**src/hw/rtl/dns_query_fixed_answer_builder_defines.svh**
```systemverilog
// Assertion macros used by the responder top level.
`ifndef DNS_QUERY_FIXED_ANSWER_BUILDER_DEFINES_SVH
`define DNS_QUERY_FIXED_ANSWER_BUILDER_DEFINES_SVH

// Same-cycle implication, checked out of reset.
`define DNSFAB_ASSERT_IMPL(lbl, ck, rn, ante, cons, msg) \
    lbl: assert property (@(posedge ck) disable iff (!(rn)) (ante) |-> (cons)) \
        else $error(msg);

// Next-cycle implication, checked out of reset.
`define DNSFAB_ASSERT_NEXT(lbl, ck, rn, ante, cons, msg) \
    lbl: assert property (@(posedge ck) disable iff (!(rn)) (ante) |=> (cons)) \
        else $error(msg);

`endif

```
**src/hw/rtl/dnsfab_pkg.sv**
```systemverilog
// Shared types, constants and functions of the DNS fixed-answer responder.
`default_nettype none
package dnsfab_pkg;

    localparam int MaxPacketWords = 64;
    localparam int MaxNameBytes   = 255;
    localparam int HdrLen         = 12;
    localparam int TailLen        = 20;
    localparam int Lanes          = 8;
    localparam int AddrW          = $clog2(MaxPacketWords);
    localparam int CountW         = AddrW + 1;
    localparam int IdxW           =
        $clog2(MaxPacketWords * 8 + HdrLen + MaxNameBytes + TailLen + 1);
    localparam int LaneW          = $clog2(Lanes);
    localparam int PaddrW         = 3;

    // Byte constants of the reply.
    localparam logic [7:0] FlagsHi = 8'h85;
    localparam logic [7:0] FlagsLo = 8'h80;
    localparam logic [7:0] QrBit   = 8'h80;
    localparam logic [7:0] Rcode   = 8'h05;
    localparam logic [7:0] PtrHi   = 8'hC0;
    localparam logic [7:0] PtrLo   = 8'h0C;
    localparam logic [7:0] RdLen   = 8'h04;

    // Header bytes 4 to 11 of a query with one question and nothing else.
    localparam logic [63:0] OneQuestion = 64'h0001_0000_0000_0000;

    // Register index of the answer address.
    localparam logic RegAnswerIpv4 = 1'b0;
    localparam logic [31:0] AnswerIpv4Reset = 32'hC0A8_0101;

    typedef logic [IdxW-1:0] idx_t;
    typedef logic [7:0]      byte_t;

    // Control shared by all byte lanes.
    typedef struct packed {
        logic echo;
        idx_t plen;
        idx_t qend;
        idx_t olen;
    } lane_ctl_t;

    // Byte of the fixed tail after the question name.
    function automatic byte_t tail_byte(input logic [4:0] sel, input logic [31:0] ip);
        byte_t b;
        begin
            b = 8'h00;
            case (sel)
                5'd1, 5'd3, 5'd7, 5'd9: b = 8'h01;
                5'd4:  b = PtrHi;
                5'd5:  b = PtrLo;
                5'd15: b = RdLen;
                5'd16: b = ip[31:24];
                5'd17: b = ip[23:16];
                5'd18: b = ip[15:8];
                5'd19: b = ip[7:0];
                default: b = 8'h00;
            endcase
            return b;
        end
    endfunction

endpackage
`default_nettype wire

```
**src/hw/rtl/dnsfab_ram.sv**
```systemverilog
// Generic single-port-write, registered-read RAM.
`default_nettype none
module dnsfab_ram #(
    parameter int Width = 64,
    parameter int Depth = 64
) (
    input  wire logic                     clk,
    input  wire logic                     we,
    input  wire logic [$clog2(Depth)-1:0] waddr,
    input  wire logic [Width-1:0]         wdata,
    input  wire logic [$clog2(Depth)-1:0] raddr,
    output logic      [Width-1:0]         rdata
);

    logic [Width-1:0] mem [Depth];

    // Write port and registered read port.
    always_ff @(posedge clk)
    begin
        if (we)
        begin
            mem[waddr] <= wdata;
        end
        rdata <= mem[raddr];
    end

endmodule
`default_nettype wire

```
**src/hw/rtl/dnsfab_lane.sv**
```systemverilog
// One byte lane: terminator detection and reply byte selection.
`default_nettype none
module dnsfab_lane (
    input  wire logic                  [7:0] pkt_byte,
    input  wire dnsfab_pkg::idx_t            idx,
    input  wire dnsfab_pkg::lane_ctl_t       ctl,
    input  wire logic                 [31:0] ip,
    output dnsfab_pkg::byte_t                obyte,
    output logic                             zero
);

    dnsfab_pkg::idx_t toff;

    assign toff = idx - ctl.qend;

    // A zero byte past the header and inside the packet ends the name.
    assign zero = (pkt_byte == 8'h00) && (idx >= dnsfab_pkg::idx_t'(dnsfab_pkg::HdrLen))
                  && (idx < ctl.plen);

    // Reply byte: echoed packet, rewritten header, question copy or fixed tail.
    always_comb
    begin
        obyte = 8'h00;
        if (idx < ctl.olen)
        begin
            if (ctl.echo)
            begin
                if (idx == dnsfab_pkg::idx_t'(2))
                    obyte = pkt_byte | dnsfab_pkg::QrBit;
                else if (idx == dnsfab_pkg::idx_t'(3))
                    obyte = dnsfab_pkg::Rcode;
                else
                    obyte = pkt_byte;
            end
            else if (idx < dnsfab_pkg::idx_t'(dnsfab_pkg::HdrLen))
            begin
                if (idx == dnsfab_pkg::idx_t'(0) || idx == dnsfab_pkg::idx_t'(1))
                    obyte = pkt_byte;
                else if (idx == dnsfab_pkg::idx_t'(2))
                    obyte = dnsfab_pkg::FlagsHi;
                else if (idx == dnsfab_pkg::idx_t'(3))
                    obyte = dnsfab_pkg::FlagsLo;
                else if (idx == dnsfab_pkg::idx_t'(5) || idx == dnsfab_pkg::idx_t'(7))
                    obyte = 8'h01;
                else
                    obyte = 8'h00;
            end
            else if (idx < ctl.qend)
            begin
                obyte = pkt_byte;
            end
            else
            begin
                obyte = dnsfab_pkg::tail_byte(toff[4:0], ip);
            end
        end
    end

endmodule
`default_nettype wire

```
**src/hw/rtl/dnsfab_merge.sv**
```systemverilog
// Merges the lane zero flags into the first terminator position of a word.
`default_nettype none
module dnsfab_merge (
    input  wire logic [dnsfab_pkg::Lanes-1:0] zero,
    output logic                              found,
    output logic [dnsfab_pkg::LaneW-1:0]      lane
);

    // Lowest lane wins, as it comes first on the wire.
    always_comb
    begin
        found = 1'b0;
        lane  = '0;
        for (int j = dnsfab_pkg::Lanes - 1; j >= 0; j--)
        begin
            if (zero[j])
            begin
                found = 1'b1;
                lane  = dnsfab_pkg::LaneW'(j);
            end
        end
    end

endmodule
`default_nettype wire

```
**src/hw/rtl/dns_query_fixed_answer_builder.sv**
```systemverilog
// Top level of the DNS fixed-answer responder.
// Usage: a query payload enters as 8-byte words on in_data/in_bytes/in_last
// (valid/ready), first byte in bits 63:56; in_bytes matters on the last word.
// Words go into a 64-word packet RAM at one word a cycle. After the last word
// the header counts are checked; a good query then has its name terminator
// searched by eight byte lanes, word by word from word 1, and the reply is
// read back out of the RAM word by word (RAM read, then output register).
// A query with bad counts is echoed with rcode 5.
// Queries too short, too long, or with a bad name produce no reply.
// in_ready is high only while loading; the output register holds a word until
// out_ready takes it, and a stalled receiver stops the read-out there.
// Reset empties the buffer and sets answer_ipv4 to 192.168.1.1; the RAM
// itself is not cleared. answer_ipv4 is written over the APB port at 0.
`default_nettype none
`include "dns_query_fixed_answer_builder_defines.svh"
module dns_query_fixed_answer_builder (
    input  wire logic                          clk,
    input  wire logic                          rst_n,
    input  wire logic                          in_valid,
    output logic                               in_ready,
    input  wire logic [63:0]                   in_data,
    input  wire logic [3:0]                    in_bytes,
    input  wire logic                          in_last,
    output logic                               out_valid,
    input  wire logic                          out_ready,
    output logic      [63:0]                   out_data,
    output logic      [3:0]                    out_bytes,
    output logic                               out_last,
    input  wire logic                          psel,
    input  wire logic                          penable,
    input  wire logic                          pwrite,
    input  wire logic [dnsfab_pkg::PaddrW-1:0] paddr,
    input  wire logic [31:0]                   pwdata,
    output logic      [31:0]                   prdata,
    output logic                               pready
);

    typedef enum logic [2:0] {
        ST_LOAD, ST_CHECK, ST_SCAN_RD, ST_SCAN_CHK, ST_EMIT_RD, ST_EMIT_FORM
    } state_t;

    state_t                          state_reg, state_next;
    logic [dnsfab_pkg::CountW-1:0]   wc_reg, wc_next;
    logic                            ovf_reg, ovf_next;
    logic [63:0]                     hdr_reg, hdr_next;
    logic [dnsfab_pkg::AddrW-1:0]    k_reg, k_next;
    dnsfab_pkg::lane_ctl_t           ctl_reg, ctl_next;
    logic [31:0]                     ip_reg, ip_next;
    logic                            ov_reg, ov_next;
    logic [63:0]                     od_reg, od_next;
    logic [3:0]                      ob_reg, ob_next;
    logic                            ol_reg, ol_next;

    logic                            in_acc, full, we;
    logic [3:0]                      nb;
    logic [63:0]                     data_m, rdata, lane_data;
    logic [dnsfab_pkg::Lanes-1:0]    zero;
    logic                            found;
    logic [dnsfab_pkg::LaneW-1:0]    first;
    dnsfab_pkg::idx_t                base, term, rem, plen_in;

    assign in_ready  = (state_reg == ST_LOAD);
    assign in_acc    = in_valid && in_ready;
    assign full      = (wc_reg == dnsfab_pkg::CountW'(dnsfab_pkg::MaxPacketWords));
    assign we        = in_acc && !full;
    assign out_valid = ov_reg;
    assign out_data  = od_reg;
    assign out_bytes = ob_reg;
    assign out_last  = ol_reg;
    assign pready    = 1'b1;
    assign prdata    = (paddr[2] == dnsfab_pkg::RegAnswerIpv4) ? ip_reg : 32'h0;

    // Byte count of the incoming word and masking of bytes past it.
    always_comb
    begin
        if (!in_last || in_bytes > 4'd8)
            nb = 4'd8;
        else
            nb = in_bytes;
        for (int j = 0; j < 8; j++)
        begin
            data_m[63 - 8 * j -: 8] = (4'(j) < nb) ? in_data[63 - 8 * j -: 8] : 8'h00;
        end
    end

    assign plen_in = dnsfab_pkg::idx_t'({wc_reg[dnsfab_pkg::AddrW-1:0], 3'b000})
                     + dnsfab_pkg::idx_t'(nb);
    assign base    = dnsfab_pkg::idx_t'({k_reg, 3'b000});
    assign term    = base + dnsfab_pkg::idx_t'(first);
    assign rem     = ctl_reg.olen - base;

    // Packet store.
    dnsfab_ram #(
        .Width (64),
        .Depth (dnsfab_pkg::MaxPacketWords)
    ) u_ram (
        .clk   (clk),
        .we    (we),
        .waddr (wc_reg[dnsfab_pkg::AddrW-1:0]),
        .wdata (data_m),
        .raddr (k_reg),
        .rdata (rdata)
    );

    // Eight byte lanes working on the word read back.
    for (genvar g = 0; g < dnsfab_pkg::Lanes; g++)
    begin : g_lane
        dnsfab_lane u_lane (
            .pkt_byte (rdata[63 - 8 * g -: 8]),
            .idx      (base + dnsfab_pkg::idx_t'(g)),
            .ctl      (ctl_reg),
            .ip       (ip_reg),
            .obyte    (lane_data[63 - 8 * g -: 8]),
            .zero     (zero[g])
        );
    end

    // First terminator of the word.
    dnsfab_merge u_merge (
        .zero  (zero),
        .found (found),
        .lane  (first)
    );

    // Next-state logic of the sequencer.
    always_comb
    begin
        state_next = state_reg;
        wc_next    = wc_reg;
        ovf_next   = ovf_reg;
        hdr_next   = hdr_reg;
        k_next     = k_reg;
        ctl_next   = ctl_reg;
        ip_next    = ip_reg;
        ov_next    = ov_reg;
        od_next    = od_reg;
        ob_next    = ob_reg;
        ol_next    = ol_reg;

        if (psel && penable && pwrite && paddr[2] == dnsfab_pkg::RegAnswerIpv4)
            ip_next = pwdata;

        if (ov_reg && out_ready)
            ov_next = 1'b0;

        unique case (state_reg)
            ST_LOAD:
            begin
                if (in_acc)
                begin
                    if (full)
                        ovf_next = 1'b1;
                    else
                        wc_next = wc_reg + 1'b1;
                    if (wc_reg == '0)
                        hdr_next[63:32] = data_m[31:0];
                    if (wc_reg == dnsfab_pkg::CountW'(1))
                        hdr_next[31:0] = data_m[63:32];
                    if (in_last)
                    begin
                        wc_next  = '0;
                        ovf_next = 1'b0;
                        ctl_next.plen = plen_in;
                        if (!(ovf_reg || full)
                            && plen_in >= dnsfab_pkg::idx_t'(dnsfab_pkg::HdrLen))
                            state_next = ST_CHECK;
                    end
                end
            end
            ST_CHECK:
            begin
                if (hdr_reg != dnsfab_pkg::OneQuestion)
                begin
                    ctl_next.echo = 1'b1;
                    ctl_next.olen = ctl_reg.plen;
                    ctl_next.qend = '0;
                    k_next        = '0;
                    state_next    = ST_EMIT_RD;
                end
                else
                begin
                    ctl_next.echo = 1'b0;
                    ctl_next.olen = '0;
                    ctl_next.qend = '0;
                    k_next        = dnsfab_pkg::AddrW'(1);
                    state_next    = ST_SCAN_RD;
                end
            end
            ST_SCAN_RD:
            begin
                state_next = ST_SCAN_CHK;
            end
            ST_SCAN_CHK:
            begin
                if (found)
                begin
                    if (term <= dnsfab_pkg::idx_t'(dnsfab_pkg::HdrLen
                                                   + dnsfab_pkg::MaxNameBytes - 1)
                        && term + dnsfab_pkg::idx_t'(5) <= ctl_reg.plen)
                    begin
                        ctl_next.qend = term + 1'b1;
                        ctl_next.olen = term + dnsfab_pkg::idx_t'(1 + dnsfab_pkg::TailLen);
                        k_next        = '0;
                        state_next    = ST_EMIT_RD;
                    end
                    else
                    begin
                        state_next = ST_LOAD;
                    end
                end
                else if (base + dnsfab_pkg::idx_t'(8) >= ctl_reg.plen)
                begin
                    state_next = ST_LOAD;
                end
                else
                begin
                    k_next     = k_reg + 1'b1;
                    state_next = ST_SCAN_RD;
                end
            end
            ST_EMIT_RD:
            begin
                state_next = ST_EMIT_FORM;
            end
            ST_EMIT_FORM:
            begin
                if (!ov_reg || out_ready)
                begin
                    ov_next = 1'b1;
                    od_next = lane_data;
                    ob_next = (rem >= dnsfab_pkg::idx_t'(8)) ? 4'd8 : rem[3:0];
                    ol_next = (base + dnsfab_pkg::idx_t'(8) >= ctl_reg.olen);
                    if (base + dnsfab_pkg::idx_t'(8) >= ctl_reg.olen)
                    begin
                        state_next = ST_LOAD;
                    end
                    else
                    begin
                        k_next     = k_reg + 1'b1;
                        state_next = ST_EMIT_RD;
                    end
                end
            end
            default:
            begin
                state_next = ST_LOAD;
            end
        endcase
    end

    // State and registered outputs.
    always_ff @(posedge clk or negedge rst_n)
    begin
        if (!rst_n)
        begin
            state_reg <= ST_LOAD;
            wc_reg    <= '0;
            ovf_reg   <= 1'b0;
            hdr_reg   <= '0;
            k_reg     <= '0;
            ctl_reg   <= '0;
            ip_reg    <= dnsfab_pkg::AnswerIpv4Reset;
            ov_reg    <= 1'b0;
            od_reg    <= '0;
            ob_reg    <= '0;
            ol_reg    <= 1'b0;
        end
        else
        begin
            state_reg <= state_next;
            wc_reg    <= wc_next;
            ovf_reg   <= ovf_next;
            hdr_reg   <= hdr_next;
            k_reg     <= k_next;
            ctl_reg   <= ctl_next;
            ip_reg    <= ip_next;
            ov_reg    <= ov_next;
            od_reg    <= od_next;
            ob_reg    <= ob_next;
            ol_reg    <= ol_next;
        end
    end

    // Overflow is only ever flagged with the store full.
    `DNSFAB_ASSERT_IMPL(a_ovf_full, clk, rst_n, ovf_reg, full, "overflow without full store")

    // Only the final reply word may be short.
    `DNSFAB_ASSERT_IMPL(a_short_last, clk, rst_n, ov_reg && !ol_reg, ob_reg == 4'd8,
        "short reply word before the end")

    // A last query word leaves the buffer empty.
    `DNSFAB_ASSERT_NEXT(a_last_clears, clk, rst_n, in_acc && in_last,
        wc_reg == '0 && !ovf_reg, "buffer not emptied after last word")

endmodule
`default_nettype wire
```
**config.mk**
```make
export PLATFORM = sky130hd
export DESIGN_NAME = dns_query_fixed_answer_builder
export DESIGN_NICKNAME = d
export VERILOG_FILES = /design/src/hw/rtl/dnsfab_pkg.sv /design/src/hw/rtl/dnsfab_ram.sv /design/src/hw/rtl/dnsfab_lane.sv /design/src/hw/rtl/dnsfab_merge.sv /design/src/hw/rtl/dns_query_fixed_answer_builder.sv
export VERILOG_INCLUDE_DIRS = /design/src /design/src/hw/rtl
export SDC_FILE = /design/constraint.sdc
export NUM_CORES = 2
export LEC_CHECK = 0
export BUFFER_PORTS_ARGS = -buffer_cell sky130_fd_sc_hd__buf_2
export CAP_MARGIN = 10
export CORE_AREA = 8 8 709 711
export DETAILED_ROUTE_END_ITERATION = 12
export DIE_AREA = 0 0 717 719
export HOLD_SLACK_MARGIN = 0.12
export PLACE_DENSITY_LB_ADDON = 0.2
export SLEW_MARGIN = 20
export SYNTH_ARGS = -nofsm -noshare
export SYNTH_HDL_FRONTEND = slang
export SYNTH_SLANG_ARGS = --single-unit
```
**constraint.sdc**
```tcl
create_clock -name clk -period 8.2 [get_ports clk]
set_clock_uncertainty 0.15 [all_clocks]
set_input_delay 0.82 -clock clk [delete_from_list [all_inputs] [get_ports clk]]
set_output_delay 0.82 -clock clk [all_outputs]
set_load 0.05 [all_outputs]
```
After elaboration in Yosys (flattened, before gate mapping)
Memories as Yosys holds them, arrays and structs flattened. A register that Yosys moved wholly into a read port is not among the register bits.
Cells that the tools add are included.
- bits in registers: 214
- bits in writable memories: 4096
- output and inout bits: 104
- logic and storage cells: 461
- memories: 1
- memories (name ; depth ; width ; rd ports ; clocked after memory_dff ; write ports ; RTL line ; source):
    u_ram.mem ; 64 ; 64 ; 1 ; 1 ; 1 ; dnsfab_ram.sv:15 ; logic [Width-1:0] mem [Depth];
- $add $sub $neg: 24
- order comparisons: 55
- equality and inequality tests: 141
- muxes and demuxes: 141
- bitwise gates (word level): 1
- reduce and logical (&&, ||, !) cells: 83
- operators by type and width (operator ; count):
    $mux W8 ; 76
    $pmux W8 S8 ; 8
    $lt A10 B10 Y1 ; 21
    $eq A5 B5 Y1 const B ; 32
    $eq A10 B2 Y1 const B ; 14
    $eq A10 B3 Y1 const B ; 14
    $eq A5 B3 Y1 const B ; 24
    $ge A10 B4 Y1 const B ; 9
    $eq A5 B4 Y1 const B ; 16
    $logic_not A10 Y1 ; 8
    $eq A10 B1 Y1 const B ; 7
    $lt A10 B4 Y1 const B ; 7
    $logic_not A8 Y1 ; 8
    $ne A64 B49 Y1 const B ; 1
    $mux W3 ; 16
    $add A9 B3 Y10 const B ; 4
    $eq A5 B1 Y1 const B ; 8
    $eq A5 B2 Y1 const B ; 8
    $mux W20 ; 2
    $pmux W20 S2 ; 1
    $sub A5 B5 Y5 ; 8
    $mux W32 ; 1
    $reduce_or A4 Y1 ; 8
    $lt A9 B10 Y1 ; 3
    48 further kinds ; 141

Depth between registers and ports, before layout
- depth after elaboration: 19
- gate-level depth with buffers: 26
- mapped depth without buffers: 23

Modules after synthesis
A second synthesis with hierarchy kept.
- cell total of the unflattened synthesis: 9484
- area, all modules: 180141.5 sq um
- by module, submodules not included (module ; instances ; cells an instance ; area each (sq um) ; seq. area each (sq um)):
    dnsfab_ram ; 1 ; 6812 ; 156888.0 ; 124279.2
    dns_query_fixed_answer_builder ; 1 ; 913 ; 10531.4 ; 5363.9
    dnsfab_lane (g_lane[0].u_lane ...) ; 6 ; 218 ; 1580.3 ; 0.0
    dnsfab_lane (g_lane[1].u_lane) ; 1 ; 221 ; 1590.3 ; 0.0
    dnsfab_lane (g_lane[7].u_lane) ; 1 ; 217 ; 1570.3 ; 0.0
    dnsfab_merge ; 1 ; 13 ; 80.1 ; 0.0

Worst setup path before layout
No wires, ideal clock.
- kind: register -> register
- start: register state_reg[1]
- end: memory u_ram.mem[15][0] (enable)
- library setup time: 565 ps
- data arrival time: 6718 ps
- path slack: 767 ps
- stages on the path, launching flop included: 5
- buffers on the path: 1
- cell sequence: dfrtp_1 > clkbuf_1 > nor3_1 > nand2_1 > nor3_1
- word-level cells in the longest chain between the ends: 5
- ends and longest elaborated chain (item ; RTL line ; source):
    start, declared ; dns_query_fixed_answer_builder.sv:42 ; state_t state_reg, state_next;
    start signal, assigned ; dns_query_fixed_answer_builder.sv:270 ; state_reg <= state_next;
    $logic_not A3 Y1 ; dns_query_fixed_answer_builder.sv:62 ; assign in_ready = (state_reg == ST_LOAD);
    via in_ready ; dns_query_fixed_answer_builder.sv:20 ; output logic in_ready,
    $logic_and A1 B1 Y1 ; dns_query_fixed_answer_builder.sv:63 ; assign in_acc = in_valid && in_ready;
    $logic_and A1 B1 Y1 ; dns_query_fixed_answer_builder.sv:65 ; assign we = in_acc && !full;
    $mux W1 ; dnsfab_ram.sv:20 ; if (we)
    $mux W1 (not written as such) ; dnsfab_ram.sv:22 ; mem[waddr] <= wdata;
    end, declared ; dnsfab_ram.sv:15 ;
The timed path passes the listed nets, and every way through them passes these cells.

==> metrics.csv <==
stage,metric,value,unit
outcome,status,completed,
critical_path,crit_family,buffers and inverters,
cells_and_area,layout.area.seq,0.130,sq mm
clock_tree,cts_buffers,449,
floorplanning,core-area,0.492,sq mm
placed_design,place.gp.congestion,0.865,
sta,layout_min_cycle_time,6.26,ns
power,p_per_area,280,mW/mm^2
grt,grt_pass1_wl,770,mm
power,p_leak,63.0,nW
placed_design,hpwl,316,mm
sta,slew_viol_final,0,
clock_tree,cts.clk_slew.worst_paths,0.06,ns
logic_synthesis,synthFlopType,edfxtp_1,
cells_and_area,design_area,0.197,sq mm
floorplanning,die_w,717,um
critical_path,critPathBufInv,5,
clock_tree,clock_sinks,4374,
critical_path,worstSetupPathType,flip-flop to flip-flop,
sta,finalHoldViolations,0,
clock_tree,cts_root_buffer,clkbuf_16,
drt,vias,89900,
placed_design,placed_cell_area,0.182,sq mm
critical_path,cp-end-kind,flip-flop,
logic_synthesis,synth_area_per_cell,21.2,sq um
logic_synthesis,async_flop_share,4.89,%
sta,relSlewSlack,18.1,%
cells_and_area,layout-drive-gt1-share,28.7,%
drt,drc,0,
drt,finalWirelength,568,mm
clock_tree,h-tree-depth,5,
drt,dr.pass1.iters,8,
floorplanning,num_rows,258,
grt,grt_pass1_vias,89800,
sta,setup_viol,0,
grt,grt_overflow,0,
sta,fmax,0.160,GHz
critical_path,required,8.90,ns
logic_synthesis,synth_edf_count,4096,
sta,setup_tns,0,ns
critical_path,crit_arrival,6.96,ns
drt,drtIter0Drc,11400,
logic_synthesis,syn_inst,8084,
clock_tree,cts.path.max_buffers,4,
power,p_total,55.1,mW
critical_path,crit_slowest_cell,buf_4,
clock_tree,cts_tree,done,
logic_synthesis,ys_ff_latch,4374,
cells_and_area,nNetsFinal,8828,
drt,routedWlPerCell,36.5,um
cells_and_area,syn_to_final_growth,15.0,%
drt,ant_nets,0,
critical_path,crit_chain,"buf_4, buf_4, buf_4, buf_4, buf_4, mux4_2, mux4_2, mux2i_1, o21ai_0",
grt,antenna_found_initial,64,
sta,finalCritPeriodShare,76.3,%
sta,timing.final.ws_setup,1.94,ns
logic_synthesis,syn_nets,8262,
power,vdd_drop_max,0.275,mV
floorplanning,die_h,719,um
run,maxCapViolations,0,
critical_path,cpPeakStageDelay,0.81,ns
grt,grt_max_degree,119,
critical_path,cp-start-kind,flip-flop,
grt,grt_util_all_layers,21.4,%
sta,tightest_slew,1.22,ns
hold_path,min_path_type,primary input to flip-flop,
logic_synthesis,syn_area,0.171,sq mm
cells_and_area,fillers,43500,
placed_design,portBuffers,211,
logic_synthesis,seq_area_frac_synth,75.6,%
critical_path,r2r_cells,9,
critical_path,crit_cells,9,
floorplanning,io-pin-count,215,
sta,rsz0062_at_grt,false,
cells_and_area,final_core_util,40.1,%
drt,vias_per_cell,5.78,
cells_and_area,largest_register_ffs,4096,
placed_design,pre_cts_slack,1.74,ns
floorplanning,dieArea,0.516,sq mm
critical_path,crit_top_cell,buf_4,
cells_and_area,regMostFlops,u_ram.mem,
logic_synthesis,synth.distinct_cells,88,
logic_synthesis,yosys_warnings,0,
hold_path,holdPathStages,2,
clock_tree,clk-insertion-delay-late,1.02,ns
cells_and_area,multi_input_area,0.0405,sq mm
floorplanning,initial_core_util,34.9,%
critical_path,worstPathMaxFanout,43,
==> path summary, 6_finish.rpt <==
kind	from	endpoint	slack, ns
max	k_reg[0]	u_ram.rdata[21]	1.94
min	in_data[35]	u_ram.mem[29][35]	0.16
max reg2reg	k_reg[0]	u_ram.rdata[21]	1.94
min reg2reg	out_data[4]	out_data[4]	0.33
max in group asynchronous	rst_n	ip_reg[15]	6.19
min in group asynchronous	rst_n	out_data[48]	0.32
==> layout make-up <==
class | count | area share [%]
Inverter | 62 | 0.136
Clock inverter | 230 | 1.05
Tap cell | 6500 | 4.12
Antenna cell | 28 | 0.0355
Clock buffer | 600 | 6.14
Multi-Input combinational cell | 3196 | 20.6
Timing Repair Buffer | 567 | 2.19
Sequential cell | 4374 | 65.8
==> metrics by stage <==
step	hold WS [ns]	std cells
after floorplan	0.299	8084
after global placement	0.314	14700
after detailed placement	0.316	14700
after CTS	0.141	15500
after global routing	0.158	15500
final	0.164	15600
==> synth_stat cells (7+ instances only) <==
cell type / n / area, sq um
a211oi_1: 14 / 105
a21o_1: 10 / 75.1
a21oi_1: 147 / 736
a221o_1: 13 / 130
a221oi_1: 10 / 87.6
a222oi_1: 14 / 140
a22o_1: 25 / 219
a22oi_1: 52 / 390
a311oi_1: 22 / 193
a31oi_1: 38 / 238
and2_1: 59 / 369
and3_1: 28 / 175
buf_1: 81 / 304
buf_2: 112 / 561
clkbuf_1: 256 / 961
dfrtp_1: 207 / 5180
dfstp_2: 7 / 184
dfxtp_1: 64 / 1280
edfxtp_1: 4096 / 123000
ha_1: 66 / 826
inv_1: 56 / 210
mux2_2: 102 / 1150
mux2i_1: 237 / 2370
mux4_2: 1153 / 26000
nand2_1: 323 / 1210
nand2b_1: 8 / 50.1
nand3_1: 69 / 345
nand4_1: 13 / 81.3
nor2_1: 178 / 668
nor2b_1: 60 / 375
nor3_1: 41 / 205
nor4_1: 43 / 269
o211ai_1: 11 / 82.6
o21a_1: 9 / 67.6
o21ai_0: 163 / 816
o221ai_1: 53 / 464
o22ai_1: 62 / 388
o31ai_1: 12 / 90.1
or3_1: 13 / 81.3
xnor2_1: 37 / 324
xor2_1: 11 / 96.3
==> cells by family after synthesis <==
| family | count (synthesis) | synth area share [%] |
|---|---|---|
| AND/OR/NAND/NOR | 863 | 2.39 |
| buffers and inverters | 514 | 1.22 |
| adder cells (fa/ha/maj) | 67 | 0.493 |
| other | 1 | 0.00219 |
| XOR/XNOR | 49 | 0.255 |
| flip-flops | 4374 | 75.6 |
| AO/OA/AOI/OAI | 724 | 2.83 |
| multiplexers | 1492 | 17.2 |
==> worst register-to-register path, stage by stage, from the launching register on <==
cell and delay (ns):
dfrtp_4 0.46, buf_4 0.68, buf_4 0.85, buf_4 0.91, buf_4 0.82, buf_4 0.60, mux4_2 0.59, mux4_2 0.47
mux2i_1 0.37, o21ai_0 0.19
==> report_power, final <==
part	switching [mW]	total, mW	internal (mW)	leakage, nW
sequential	0.681	25.7	25.0	40.3
combinational	5.62	9.48	3.85	15.8
clock	8.60	19.9	11.3	6.93
total	14.9	55.1	40.2	63.0
==> cell usage in the layout, fill, tap and decap left out, types with 111 or more instances in the layout <==
cell type and n:
clkbuf_16 457, a21oi_1 146, nor2_1 111, edfxtp_1 4096, mux2i_1 237, mux4_2 1153
dfrtp_1 199, clkbuf_1 130, nand2_1 318, buf_2 210, buf_4 278, o21ai_0 149
==> metal layers <==
layer / vias to the layer above / global-route usage, % / wire length (um)
met5: - / 0 / 184
met4: 28 / 4.27 / 11700
met3: 701 / 4.27 / 49800
met2: 4161 / 34.1 / 266000
met1: 49900 / 30.7 / 240000
li1: 35100 / - / -
==> repair_timing <==
item | in CTS | in global routing
gates resized for setup | 0 | 0
hold endpoints to repair | 145 | 0
hold buffers | 39 | 0
setup buffers | 0 | 0
Power figures use the tool's default switching activity.
